===== src/rtl/drm_pkg.sv =====
// shared types, codes and helpers for the delayed ramp control block
package drm_pkg;

    localparam int VAL_W  = 32;
    localparam int TIME_W = 24;
    localparam int QUO_W  = 33;
    localparam int CNT_W  = 6;
    localparam int PROD_W = VAL_W + TIME_W + 1;
    localparam int STEP_W = PROD_W - 16;
    localparam int SUM_W  = STEP_W + 1;

    localparam logic [1:0] ACT_TICK   = 2'd0;
    localparam logic [1:0] ACT_SET    = 2'd1;
    localparam logic [1:0] ACT_FINISH = 2'd2;

    localparam logic [TIME_W-1:0] TIME_MAX  = {TIME_W{1'b1}};
    localparam logic [VAL_W-1:0]  SLOPE_MAX = {1'b0, {(VAL_W-1){1'b1}}};
    localparam logic [VAL_W-1:0]  VAL_MIN   = {1'b1, {(VAL_W-1){1'b0}}};
    localparam logic [CNT_W-1:0]  DIV_LAST  = CNT_W'(QUO_W - 1);

    typedef enum logic [2:0] {
        S_IDLE,
        S_MUL,
        S_ADD,
        S_SUM,
        S_FIX,
        S_DIV,
        S_OUT
    } t_state;

    typedef struct packed {
        logic              start;
        logic [TIME_W-1:0] divisor;
    } t_div_req;

    typedef struct packed {
        logic             done;
        logic [VAL_W-1:0] quot;
    } t_div_rsp;

    // clip a wide signed value into the signed value range
    function automatic logic [VAL_W-1:0] sat_val(input logic signed [SUM_W-1:0] x);
        logic signed [SUM_W-1:0] hi;
        logic signed [SUM_W-1:0] lo;
        hi = {{(SUM_W-VAL_W+1){1'b0}}, SLOPE_MAX[VAL_W-2:0]};
        lo = {{(SUM_W-VAL_W+1){1'b1}}, {(VAL_W-1){1'b0}}};
        if (x > hi) begin
            sat_val = SLOPE_MAX;
        end else if (x < lo) begin
            sat_val = VAL_MIN;
        end else begin
            sat_val = x[VAL_W-1:0];
        end
    endfunction

endpackage


===== src/rtl/drm_div.sv =====
// restoring divider: saturated floor(2^32 / divisor), one quotient bit per cycle
module drm_div import drm_pkg::*; (
    input  logic     i_clk,
    input  logic     i_rst_n,
    input  t_div_req i_req,
    output t_div_rsp o_rsp
);

    logic              r_busy, n_busy;
    logic              r_done, n_done;
    logic [CNT_W-1:0]  r_cnt, n_cnt;
    logic [TIME_W:0]   r_rem, n_rem;
    logic [TIME_W-1:0] r_div, n_div;
    logic [QUO_W-1:0]  r_quo, n_quo;

    logic              num_bit;
    logic [TIME_W:0]   shifted;
    logic [TIME_W+1:0] trial;
    logic              fits;

    // dividend is a one followed by zeros
    assign num_bit = (r_cnt == '0);
    assign shifted = {r_rem[TIME_W-1:0], num_bit};
    assign trial   = {1'b0, shifted} - {2'b00, r_div};
    assign fits    = !trial[TIME_W+1];

    always_comb begin
        n_busy = r_busy;
        n_done = 1'b0;
        n_cnt  = r_cnt;
        n_rem  = r_rem;
        n_div  = r_div;
        n_quo  = r_quo;
        if (i_req.start) begin
            n_busy = 1'b1;
            n_cnt  = '0;
            n_rem  = '0;
            n_div  = i_req.divisor;
        end else if (r_busy) begin
            n_rem = fits ? trial[TIME_W:0] : shifted;
            n_quo = {r_quo[QUO_W-2:0], fits};
            n_cnt = r_cnt + 1'b1;
            if (r_cnt == DIV_LAST) begin
                n_busy = 1'b0;
                n_done = 1'b1;
            end
        end
    end

    always_ff @(posedge i_clk) begin
        if (!i_rst_n) begin
            r_busy <= 1'b0;
            r_done <= 1'b0;
            r_cnt  <= '0;
        end else begin
            r_busy <= n_busy;
            r_done <= n_done;
            r_cnt  <= n_cnt;
        end
        r_rem <= n_rem;
        r_div <= n_div;
        r_quo <= n_quo;
    end

    assign o_rsp.done = r_done;
    assign o_rsp.quot = (r_quo[QUO_W-1] || r_quo[QUO_W-2]) ? SLOPE_MAX : r_quo[VAL_W-1:0];

endmodule


===== config.mk =====
export PLATFORM = sky130hd
export DESIGN_NAME = drm_div
export DESIGN_NICKNAME = d
export VERILOG_FILES = /design/src/rtl/drm_pkg.sv /design/src/rtl/drm_div.sv
export SDC_FILE = /design/constraint.sdc
export NUM_CORES = 1
export LEC_CHECK = 0
export BUFFER_PORTS_ARGS = -buffer_cell sky130_fd_sc_hd__buf_2
export CAP_MARGIN = 20
export CELL_PAD_IN_SITES_DETAIL_PLACEMENT = 0
export CELL_PAD_IN_SITES_GLOBAL_PLACEMENT = 2
export CORE_UTILIZATION = 37
export CTS_CLUSTER_DIAMETER = 150
export DETAILED_ROUTE_END_ITERATION = 8
export PLACE_DENSITY_LB_ADDON = 0.2
export SETUP_SLACK_MARGIN = 0.05
export SLEW_MARGIN = 10
export SYNTH_ARGS = -nofsm -noshare
export SYNTH_HDL_FRONTEND = slang
export SYNTH_SLANG_ARGS = --single-unit

===== constraint.sdc =====
create_clock -name i_clk -period 3.98 [get_ports i_clk]
set_input_delay 0.398 -clock i_clk [delete_from_list [all_inputs] [get_ports i_clk]]
set_output_delay 0.398 -clock i_clk [all_outputs]
set_load 0.005 [all_outputs]

# Word-level counts from Yosys, hierarchy flattened
# Cells that the tools add are included.
# W data, S select, Z words.
# totals
reg_bits,89
inputBits,27
output_inout_bits,33
word_cells,24
# classes
addsub,2
n_eq_ne,1
n_mux,6
n_bitwise,3
reduce_logical,6
# ops
cell,n
$mux W32,1
$sub A25 B24 Y26,1
$mux W24,1
$add A6 B1 Y6 const B,1
$eq A6 B6 Y1 const B,1
$logic_not A6 Y1,1
$mux W1,4
$not A1 Y1,3
$reduce_or A3 Y1,1
$reduce_and A2 Y1,1
$reduce_or A2 Y1,1
$logic_not A1 Y1,1
$logic_or A1 B1 Y1,1

# Longest topological paths before layout
# depth
word_depth,4
depth_mapped,14
mapped_depth_nobuf,13

# Worst setup path after synthesis
# No wires, ideal clock.
# synth_timing
kind,reg-to-reg
startpoint,register r_cnt[0]
endpoint,register r_rem[22]
setup_time_ns,0.073
t_arrival_ns,3.115
required_time_ns,3.907
setup_slack_ns,0.792
stages_incl_launch_ff,14
path_cell_list,dfxtp_1 > inv_1 > ha_1 > nor4b_1 > nand2b_1 > ha_1 > fa_1 > and2b_1 > o2111ai_2 > a2111o_1 > a21oi_2 > nor3_1 > or4_1 > o21ai_1
# synth_between
elab_chain_len,3
# synth_lines
element,line_no,text
start: declaration,drm_div.sv:11,"logic [CNT_W-1:0] r_cnt, n_cnt;"
start signal: assignment,drm_div.sv:58,r_cnt <= n_cnt;
$logic_not A6 Y1,drm_div.sv:22,assign num_bit = (r_cnt == '0);
$sub A25 B24 Y26,drm_div.sv:24,"assign trial = {1'b0, shifted} - {2'b00, r_div};"
$mux W24,drm_div.sv:40,n_rem = fits ? trial[TIME_W:0] : shifted;
end signal: assignment,drm_div.sv:60,r_rem <= n_rem;
end: declaration,drm_div.sv:12,"logic [TIME_W:0] r_rem, n_rem;"
# No other way between the ends.
# A chain may end at the register's enable or synchronous reset.

# Final worst setup path
# Same ends and word-level chain as after synthesis.

==> reports/results.tsv <==
metric	value	unit
post-route clock period utilization	0.874	
fraction of layout cells with a size suffix above 1	0.175	
initial antenna violation count	0	
endpoints failing setup	0	
total leakage power	2.07	nW
achievable clock frequency	0.287	GHz
Nets	579	
Register-to-Register Path Depth	13	
worst stage delay on the critical path	510	ps
top flip-flop cell by instance count after synthesis	edfxtp_1	
horizontal extent of the die	116	um
leading cell types in the layout, fill and taps excluded	58 x buf_2, 57 x edfxtp_1, 55 x nand2_1	
initial standard-cell utilization of the core	0.379	
synthesized area	4780	um2
count of inserted antenna diode cells	0	
total of flip-flops plus latches after synthesis	89	
number of remaining DRC errors	0	
number of global-route vias before repair	3407	
endpoint of the worst hold path	r_div[15]	
CTS H-Tree Depth	3	
grt peak-use layer	met2	
transition time at the pin with the least slew margin	764	ps
core area	12600	um2
minimum period implied by the final worst setup slack	3480	ps
final hold vios	0	
cells resized by post-CTS repair	0	
CTS tree	done	
origin of the critical flop-to-flop path	r_cnt[0]	
height of the die	116	um
Area after DPL	5180	um2
final total negative setup slack	0	ps
synthesized instance count	475	
ANT nets after route	0	
Hold/Removal Path Class	in2reg	
IR Drop Worst-Case VDD	184	uV
Worst Path Required	4260	ps
startpoint-to-endpoint class of the critical path	reg2reg	
number of instances on the worst hold path	1	
Rel. slew slack	0.491	
Final Routed Wirelength	10300	um
met3 track demand over resource in global routing	0.0298	
site row count	41	
via count normalized by instance count	5.07	
outcome	finished clean	
total of buffers placed on input and output ports	58	
cell repeated most along the worst path	ha_1	
fraction of registers with async set or reset after synthesis	0	
cell depth of the worst setup path	13	
syn_area_per_cell	10.1	um2
post-synthesis cell type count	63	
kind of capture point of the worst setup path	register	
buffer depth of the longest clock path	2	
wire length of the first global-routing pass	16900	um
maximum fanout along the worst path	4	
max cap viols	0	
slack of the worst reg-to-reg path	500	ps
CP Cell Sequence	inv_1 > ha_1 > nor4b_1 > nand2b_1 > ha_1 > fa_1 > and2b_1 > o2111ai_2 > a2111o_1 > a21oi_2 > nor3_1 > or4_1 > o21ai_1	
setup fix buffers added after clock tree synthesis	0	
average routed wire per standard cell	14.7	um
all-layer global routing usage	0.165	
die area	13400	um2
sinks on the clock net	89	
area growth from synthesis to final layout	15.0	%
root buf cell	clkbuf_16	
pins over their slew limit	0	
Worst Setup Start Kind	register	
FF-to-FF End	r_rem[22]	
worst path buffer plus inverter count	1	
number of enable-type register cells in the synthesized netlist	57	
clock slew at the register clock pins of the worst setup and hold paths	70	ps
CTS Buf Count	9	
final non-filler cell area	5500	um2
vias	3556	
worst hold start	i_req[15]	
cell family with most CP delay	simple AND/OR/NAND/NOR gates	
clock insertion delay at the later pin of the skew report	350	ps
final RePlAce weighted congestion	0.822	
maximum number of pins on one net before global-route repair	50	
Critical Path Slowest Stage Cell	or4_1	
register area share after synthesis	0.492	
Arr. time, crit path	3760	ps
Hold Buf Count CTS	0	
DRT iter0 DRCs	134	
total congestion overflow	0	
met2 global-route usage	0.267	
num ports	60	
Pwr Density	422	nW/um2
most common library cell in the layout ignoring fill and taps	buf_2	
synthesized netlist net count	529	
met1 Use GR	0.215	
worst setup skew after layout	10.2	ps
unrepaired setup endpoints after global routing	false	
1st-pass router iterations	4	
Synth warnings	0	
HPWL after detailed placement	7390	um
==> Yosys cell counts (2+ instances only) <==
| library cell | count | area (um2) |
|---|---|---|
| ha_1 | 26 | 325 |
| a31oi_1 | 4 | 25.0 |
| a211oi_2 | 2 | 25.0 |
| buf_2 | 3 | 15.0 |
| or3_1 | 38 | 238 |
| o21ai_0 | 13 | 65.1 |
| o21ai_1 | 6 | 30.0 |
| nor3_1 | 7 | 35.0 |
| buf_1 | 2 | 7.51 |
| buf_6 | 4 | 45.0 |
| clkbuf_1 | 12 | 45.0 |
| a311oi_1 | 14 | 123 |
| o21a_1 | 6 | 45.0 |
| nand3_1 | 12 | 60.1 |
| nor2b_1 | 5 | 31.3 |
| nand2_1 | 55 | 206 |
| edfxtp_1 | 57 | 1710 |
| xor2_1 | 5 | 43.8 |
| buf_4 | 2 | 15.0 |
| a21oi_1 | 22 | 110 |
| o22ai_1 | 3 | 18.8 |
| inv_1 | 30 | 113 |
| dfxtp_1 | 32 | 641 |
| o211ai_1 | 7 | 52.6 |
| nor3b_1 | 2 | 15.0 |
| xnor2_1 | 15 | 131 |
| nor2_1 | 33 | 124 |
| nand4_1 | 6 | 37.5 |
| a21o_1 | 6 | 45.0 |
| a221oi_1 | 2 | 17.5 |
| a211oi_1 | 5 | 37.5 |
| nand2b_1 | 6 | 37.5 |
| a21oi_2 | 3 | 26.3 |
==> worst register-to-register path, cell delays in order (launching register included) <==
cell	delay, ps
dfxtp_1	350
inv_1	70
ha_1	130
nor4b_1	300
nand2b_1	130
ha_1	220
fa_1	400
and2b_1	250
o2111ai_2	160
a2111o_1	490
a21oi_2	220
nor3_1	70
or4_1	510
o21ai_1	120
==> how the worst max path moves through the flow <==
| stage | to | slack, ps | from |
|---|---|---|---|
| floorplan | r_rem[22] | 790 | r_cnt[0] |
| global placement | r_rem[22] | 560 | r_cnt[0] |
| detailed placement | r_rem[22] | 480 | r_cnt[0] |
| CTS | r_rem[22] | 480 | r_cnt[0] |
| global route | r_rem[22] | 230 | r_cnt[0] |
| finish | r_rem[22] | 500 | r_cnt[0] |
==> routing by layer <==
layer  vias up  wire length, um
li1       1825                -
met1      1645             5190
met2        73             4540
met3        13              347
met4         0              215
met5         -                0
==> cell families after synthesis <==
kind of cell | synth area share
multiplexers | 0.00681
other | 0.000785
flip-flops | 0.492
adder cells (fa/ha/maj) | 0.0723
AO/OA/AOI/OAI | 0.155
XOR/XNOR | 0.0366
AND/OR/NAND/NOR | 0.183
buffers and inverters | 0.0539
==> stage by stage <==
stage	hold slack (ps)	std cells	utilization	total power, mW	setup WS [ps]
2_1_floorplan	417	475	-	1.36	792
4_1_cts	210	702	0.436	2.36	475
3_5_place_dp	426	686	0.411	1.44	485
6_report	222	702	0.436	2.32	500
5_1_grt	210	702	0.436	2.43	232
3_3_place_gp	425	686	0.411	1.44	558
==> registers in the layout (all words and copies together) (netlist names) <==
signal,count
r_done,1
r_busy,1
r_quo,33
r_cnt,6
r_rem,24
r_div,24
==> area by class of cell <==
cell class	instances	area [um2]
Clock buffer	11	233
Clock inverter	5	81.3
Fill cell	1250	7120
Inverter	31	116
Multi-Input combinational cell	331	2170
Sequential cell	89	2350
Tap cell	172	215
Timing Repair Buffer	63	328
==> power by group <==
group | leakage, nW | internal (mW) | switching [mW]
sequential | 0.802 | 1.03 | 0.0284
combinational | 1.12 | 0.146 | 0.213
clock | 0.150 | 0.550 | 0.352
total | 2.07 | 1.73 | 0.593
(Power assumes the default switching activity.)
